[config.mk]
export PLATFORM = sky130hd
export DESIGN_NAME = pcmsg_ctrl
export DESIGN_NICKNAME = d
export VERILOG_FILES = /design/src/hdl/pcmsg_pkg.sv /design/src/hdl/pcmsg_ctrl.sv
export SDC_FILE = /design/constraint.sdc
export NUM_CORES = 1
export LEC_CHECK = 0
export BUFFER_PORTS_ARGS = -buffer_cell sky130_fd_sc_hd__buf_4
export CAP_MARGIN = 20
export CORE_UTILIZATION = 35
export CTS_CLUSTER_DIAMETER = 120
export CTS_CLUSTER_SIZE = 16
export DETAILED_ROUTE_END_ITERATION = 16
export HOLD_SLACK_MARGIN = 0.08
export PLACE_DENSITY = 0.66
export SLEW_MARGIN = 5
export SYNTH_ARGS = -nofsm -noshare
export SYNTH_HDL_FRONTEND = slang
export SYNTH_SLANG_ARGS = --single-unit
[constraint.sdc]
create_clock -name clock -period 1.8 [get_ports clock]
set_clock_uncertainty 0.05 [all_clocks]
set_input_delay 0.27 -clock clock [delete_from_list [all_inputs] [get_ports clock]]
set_output_delay 0.27 -clock clock [all_outputs]
set_load 0.05 [all_outputs]
[src/hdl/pcmsg_pkg.sv]
// shared types, constants and command codes of the pcm sound generator
`timescale 1ns / 1ps
package pcmsg_pkg;
   localparam int ChannelsDefault = 8;
   localparam int WaveAddrBitsDefault = 16;
   localparam int PosBits = 27;

   typedef enum logic [2:0] {
      CMD_REG_WRITE  = 3'd0,
      CMD_REG_READ   = 3'd1,
      CMD_WAVE_WRITE = 3'd2,
      CMD_WAVE_READ  = 3'd3,
      CMD_TICK       = 3'd4
   } cmd_type;

   localparam logic [11:0] REG_ENVELOPE = 12'd0;
   localparam logic [11:0] REG_PAN      = 12'd1;
   localparam logic [11:0] REG_STEP_LO  = 12'd2;
   localparam logic [11:0] REG_STEP_HI  = 12'd3;
   localparam logic [11:0] REG_LOOP_LO  = 12'd4;
   localparam logic [11:0] REG_LOOP_HI  = 12'd5;
   localparam logic [11:0] REG_PAGE     = 12'd6;
   localparam logic [11:0] REG_CONTROL  = 12'd7;
   localparam logic [11:0] REG_CHAN_OFF = 12'd8;

   localparam logic [7:0] END_MARK = 8'hFF;

   // commands from the controller to the datapath
   typedef struct packed {
      logic start;      // latch request, clear accumulators
      logic do_reg;     // register write / read handling
      logic do_wave_wr; // write wave byte
      logic wave_rd;    // issue memory read at window address
      logic clear_pass; // write END_MARK at clear counter
      logic ch_rd;      // issue memory read at channel position
      logic loop_rd;    // issue memory read at loop address
      logic ch_eval;    // evaluate fetched byte of current channel
      logic loop_eval;  // evaluate byte fetched after loop jump
      logic mul;        // register pan * envelope products
      logic acc;        // accumulate current channel
      logic next_ch;    // advance channel index
      logic cap_rd;     // capture read byte into result
   } ctl_type;

   // status from the datapath to the controller
   typedef struct packed {
      logic clear_done;
      logic last_ch;
      logic ch_active;
      logic is_end;
      logic chip_on;
   } sts_type;

   typedef struct packed {
      logic [2:0]  cmd;
      logic [11:0] offset;
      logic [7:0]  data;
   } req_type;

   typedef struct packed {
      logic [7:0]         read_data;
      logic signed [15:0] left_sample;
      logic signed [15:0] right_sample;
   } rsp_type;
endpackage

[src/hdl/pcmsg_ctrl.sv]
// controller state machine sequencing requests over the datapath
`timescale 1ns / 1ps
module pcmsg_ctrl (
   input  logic                 clock,
   input  logic                 reset,
   input  logic                 req_valid,
   input  logic [2:0]           req_cmd,
   output logic                 req_ready,
   output logic                 rsp_valid,
   input  logic                 rsp_ready,
   input  pcmsg_pkg::sts_type   sts,
   output pcmsg_pkg::ctl_type   ctl
);
   typedef enum logic [9:0] {
      ST_CLEAR  = 10'b0000000001,
      ST_IDLE   = 10'b0000000010,
      ST_DECODE = 10'b0000000100,
      ST_RDWAIT = 10'b0000001000,
      ST_CHRD   = 10'b0000010000,
      ST_CHEVAL = 10'b0000100000,
      ST_LPEVAL = 10'b0001000000,
      ST_MUL    = 10'b0010000000,
      ST_ACC    = 10'b0100000000,
      ST_OUT    = 10'b1000000000
   } state_type;

   state_type state_ff, state_in;
   logic [2:0] cmd_ff, cmd_in;
   logic       rsp_valid_ff, rsp_valid_in;

   assign req_ready = (state_ff == ST_IDLE) && !rsp_valid_ff;
   assign rsp_valid = rsp_valid_ff;

   always_comb begin
      state_in = state_ff;
      cmd_in = cmd_ff;
      rsp_valid_in = rsp_valid_ff && !rsp_ready;
      ctl = '0;
      unique case (state_ff)
         ST_CLEAR: begin
            ctl.clear_pass = 1'b1;
            if (sts.clear_done) state_in = ST_IDLE;
         end
         ST_IDLE: begin
            if (req_valid && req_ready) begin
               ctl.start = 1'b1;
               cmd_in = req_cmd;
               state_in = ST_DECODE;
            end
         end
         ST_DECODE: begin
            case (cmd_ff)
               pcmsg_pkg::CMD_REG_WRITE, pcmsg_pkg::CMD_REG_READ: begin
                  ctl.do_reg = 1'b1;
                  state_in = ST_OUT;
               end
               pcmsg_pkg::CMD_WAVE_WRITE: begin
                  ctl.do_wave_wr = 1'b1;
                  state_in = ST_OUT;
               end
               pcmsg_pkg::CMD_WAVE_READ: begin
                  ctl.wave_rd = 1'b1;
                  state_in = ST_RDWAIT;
               end
               pcmsg_pkg::CMD_TICK: begin
                  state_in = sts.chip_on ? ST_CHRD : ST_OUT;
               end
               default: state_in = ST_OUT;
            endcase
         end
         ST_RDWAIT: begin
            ctl.cap_rd = 1'b1;
            state_in = ST_OUT;
         end
         ST_CHRD: begin
            if (sts.ch_active) begin
               ctl.ch_rd = 1'b1;
               ctl.mul = 1'b1;
               state_in = ST_CHEVAL;
            end else if (sts.last_ch) begin
               state_in = ST_OUT;
            end else begin
               ctl.next_ch = 1'b1;
            end
         end
         ST_CHEVAL: begin
            ctl.ch_eval = 1'b1;
            if (sts.is_end) begin
               ctl.loop_rd = 1'b1;
               state_in = ST_LPEVAL;
            end else begin
               state_in = ST_MUL;
            end
         end
         ST_LPEVAL: begin
            ctl.loop_eval = 1'b1;
            if (sts.is_end) begin
               if (sts.last_ch) state_in = ST_OUT;
               else begin
                  ctl.next_ch = 1'b1;
                  state_in = ST_CHRD;
               end
            end else begin
               state_in = ST_MUL;
            end
         end
         ST_MUL: begin
            state_in = ST_ACC;
         end
         ST_ACC: begin
            ctl.acc = 1'b1;
            if (sts.last_ch) state_in = ST_OUT;
            else begin
               ctl.next_ch = 1'b1;
               state_in = ST_CHRD;
            end
         end
         ST_OUT: begin
            rsp_valid_in = 1'b1;
            state_in = ST_IDLE;
         end
         default: state_in = ST_IDLE;
      endcase
   end

   always_ff @(posedge clock) begin
      if (reset) begin
         state_ff <= ST_CLEAR;
         cmd_ff <= '0;
         rsp_valid_ff <= 1'b0;
      end else begin
         state_ff <= state_in;
         cmd_ff <= cmd_in;
         rsp_valid_ff <= rsp_valid_in;
      end
   end
endmodule

# Word-level counts from Yosys, hierarchy flattened
# Index checks and enable logic that the tools add are counted.
# totals
regBits,14
latch_bits,0
ramBits,0
mem_bits_ro,0
inputBits,12
output_inout_bits,15
word_cells,58
memories,0
# op_classes
addsub,0
n_mul,0
div,0
n_lt_le_gt_ge,0
eq_ne,17
shifts,0
muxes,29
bitwise_logic,0
n_reduce_logical,9
# ops
operator,n
$pmux 10 s9,1
$mux 10,7
$pmux 10 s2,1
$mux 1,16
$eq 10x1->1 const B,1
$eq 10x10->1 const B,1
$eq 10x2->1 const B,1
$eq 10x3->1 const B,1
$eq 10x4->1 const B,1
$eq 10x5->1 const B,1
$eq 10x6->1 const B,1
$eq 10x7->1 const B,1
$eq 10x8->1 const B,1
$eq 10x9->1 const B,1
$mux 8,1
$eq 3x2->1 const B,2
$eq 3x1->1 const B,1
$eq 3x3->1 const B,1
$logic_and 1x1->1,3
$logic_not 3->1,1
$mux 3,1
$ne 3x3->1 const B,1
$pmux 1 s3,1
$reduce_and 3->1,1
6 further kinds,7

# Logic depth before layout (Yosys ltp)
# depth
word_depth,5
mapped_depth,7
depth_no_buf,5

# Least setup slack after synthesis
# No wires, ideal clock.
# synth_path
path_kind,flip-flop to output port
startpoint,register state_ff[6]
endpoint,output ctl[10] in the netlist's numbering
t_arrival_ps,2684
required_time_ps,1480
path_slack_ps,-1204
path_stages_with_launch,5
path_buffers,1
path_cell_list,dfxtp_1 -> buf_6 -> nor4_4 -> nand4b_1 -> nor4b_1
# synth_rtl
element,line,rtl
"start, declared",pcmsg_ctrl.sv:27,"state_type state_ff, state_in;"
"start signal, assigned",pcmsg_ctrl.sv:132,state_ff <= state_in;
"end, declared",pcmsg_ctrl.sv:12,output pcmsg_pkg::ctl_type ctl

==> out/metrics.cfg <==
[detailed_routing]
wl_per_cell_um = 14.5
vias = 982
wl_um = 2720
drt_first_pass_iters = 4
final_antenna_net_count = 0
drt_iter0_drc = 10
vias_per_cell = 5.25
drc = 0

[clock_tree]
numCtsBuffers = 3
cts_buffer_depth = 2
clk_latency_ns = 0.28
clock_sinks = 14
cts_tree = yes
hold_buffers = 0
clk_pin_slew_worst_paths_ns = 0.08
cts-root-buf = clkbuf_4
htreeDepth = 1

[cells_and_area]
design_area_mm2 = 0.00162
syn2layout_area_growth_pct = 86.6
final_nets = 173
regArea_um2 = 287
diodes = 0
multi_input_area_um2 = 699
drive_above_1_share = 0.610
fillers = 170

[die]
dieHeight_um = 51.8
start_util = 0.382
rows = 17
core_area_mm2 = 0.00228
die_area_mm2 = 0.00269
chipWidth_um = 51.8
io_pins = 27

[sta]
slew_viol_final = 0
final_hold_viol_count = 0
worst_slack_ns = -0.345
setup_viol = 21
setup_tns_ns = -4.05
rsz0062_at_grt = true
holdWs_ns = 0.169
slew-limit-headroom = 0.718
period_share = 1.19
tightest_slew_ns = 0.412
fin_crit_ns = 2.15
fmax_mhz = 466

[status]
status = finished, violations left
violations = negative setup slack

[synthesis]
synthCells = 103
synth_nets = 115
syn_area_per_cell_um2 = 8.44
synth-seq-area-share = 0.322
syn_area_um2 = 870
yosysWarningCount = 0
ys_ff_latch = 14
yosysUniqueCellTypes = 41

[worst_setup_path]
worstPathArrival_ns = 1.83
crit_path_end_kind = output port
worstPathRequired_ns = 1.48
path_max_fanout = 4
start_kind = flip-flop
worst-setup-path-type = flip-flop to output port

[grt]
grt_pass1_vias = 942
antenna_found_initial = 0
overflow = 0
gr-usage-met3 = 0.0263
grt_start_max_net_pins = 13
global_route.usage.met2 = 0.406
grtUsageTotal = 0.221
grt_first_pass_wirelength_um = 4350
busiest_layer = met2
use_met1 = 0.267

[flow_run]
cap_violations = 0

[hold_path]
worstHoldPathType = primary input to flip-flop

[pwr]
p_leak_nw = 0.704
vdd_drop_max_uv = 375
power_density_mw_per_mm2 = 441

[place]
dpl.hpwl_um = 1780
numPortBuffers = 26
placed_cell_area_mm2 = 0.00126
place_congestion = 0.868

[per-stage QoR]
stage	util	total power [W]	setup WS [ns]	instances
4_1_cts	0.671	0.000707	-0.360	182
3_5_place_dp	0.554	0.000479	-0.137	172
5_1_grt	0.713	0.000756	-0.429	187
3_3_place_gp	0.554	0.000476	-0.0640	172
2_1_floorplan	-	0.000415	-0.399	103
6_report	0.713	0.000715	-0.345	187
[critical path: stages, from the launching register on]
cell     delay (ns)
dfxtp_2        0.35
nor4_4         0.34
buf_4          0.19
nand3_4        0.09
nor3b_4        0.24
and2_4         0.19
buf_8          0.14
[area by class of cell]
class,instances,area share
inverters,3,0.00925
multi-input cells,80,0.431
clock buffers,3,0.0139
well taps,28,0.0216
repair buffers,59,0.348
flip-flops and latches,14,0.177
[registers in the layout, summed over array words and instances, names as in the netlist]
| register | count |
|---|---|
| rsp_valid | 1 |
| state_ff | 10 |
| cmd_ff | 3 |
[routing by layer]
metal / vias up / wire, µm / share of wire
met5: - / 0 / 0
met4: 0 / 60 / 0.022
met3: 6 / 95 / 0.035
met2: 32 / 1460 / 0.54
met1: 469 / 1100 / 0.41
li1: 475 / - / -
[repair_timing]
item,CTS,global route
pin swaps,10,5
setup buffers,8,5
resized for setup,49,10
setup endpoints to repair,20,23
endpoints found under the hold margin,0,0
[power breakdown]
group	leakage [nW]	total, W	internal [W]	switching, W
combinational	0.574	0.000213	0.000113	0.000100
clock	0.0138	0.000179	0.0000776	0.000101
sequential	0.116	0.000323	0.000316	0.00000687
[synthesized netlist by cell type, drive strengths merged]
master / number / area, µm²
a2111oi: 1 / 8.76
a211oi: 1 / 7.51
a21oi: 1 / 5.00
a32oi: 1 / 8.76
and2: 1 / 6.26
and2b: 1 / 7.51
and3: 3 / 20.0
and4: 1 / 10.0
buf: 5 / 42.5
clkbuf: 1 / 3.75
dfxtp: 14 / 280
inv: 3 / 11.3
mux2i: 4 / 40.0
nand2: 4 / 15.0
nand2b: 3 / 18.8
nand3: 2 / 15.0
nand4: 1 / 6.26
nand4b: 2 / 23.8
nor2: 18 / 67.6
nor2b: 3 / 18.8
nor3: 6 / 35.0
nor3b: 6 / 56.3
nor4: 4 / 40.0
nor4b: 1 / 8.76
o211ai: 3 / 22.5
o21a: 1 / 7.51
o21ai: 3 / 15.0
o21bai: 1 / 7.51
or2: 2 / 12.5
or3: 2 / 12.5
or3b: 1 / 8.76
xnor2: 1 / 8.76
xor2: 2 / 17.5
[worst paths after layout]
check | slack (ns) | start | cells past startpoint | end
worst min-delay path | 0.17 | req_cmd[1] | 3 | cmd_ff[1]
worst max register to register | -0.10 | state_ff[9] | 9 | state_ff[9]
worst min register to register | 0.55 | cmd_ff[2] | 3 | state_ff[4]
worst max-delay path | -0.35 | state_ff[9] | 6 | ctl[6]
[placed cells by master, fill, tap and decap left out, types with 4 or more instances in the layout]
cell | Yosys | routed
buf_4 | 2 | 39
buf_6 | 2 | 9
buf_8 | 0 | 10
dfxtp_1 | 14 | 9
dfxtp_2 | 0 | 5
mux2i_1 | 4 | 4
nand2_1 | 4 | 4
nor2_1 | 18 | 16
[kinds of logic after synthesis]
logic type	after synthesis	share of synthesized area
and+or+nand+nor	61	0.440
DFF	14	0.322
AOI/OAI and AO/OA	12	0.0950
buffers and inverters	9	0.0662
muxes	4	0.0460
xor gates and xnor gates	3	0.0302
Power figures use the tool's default switching activity.
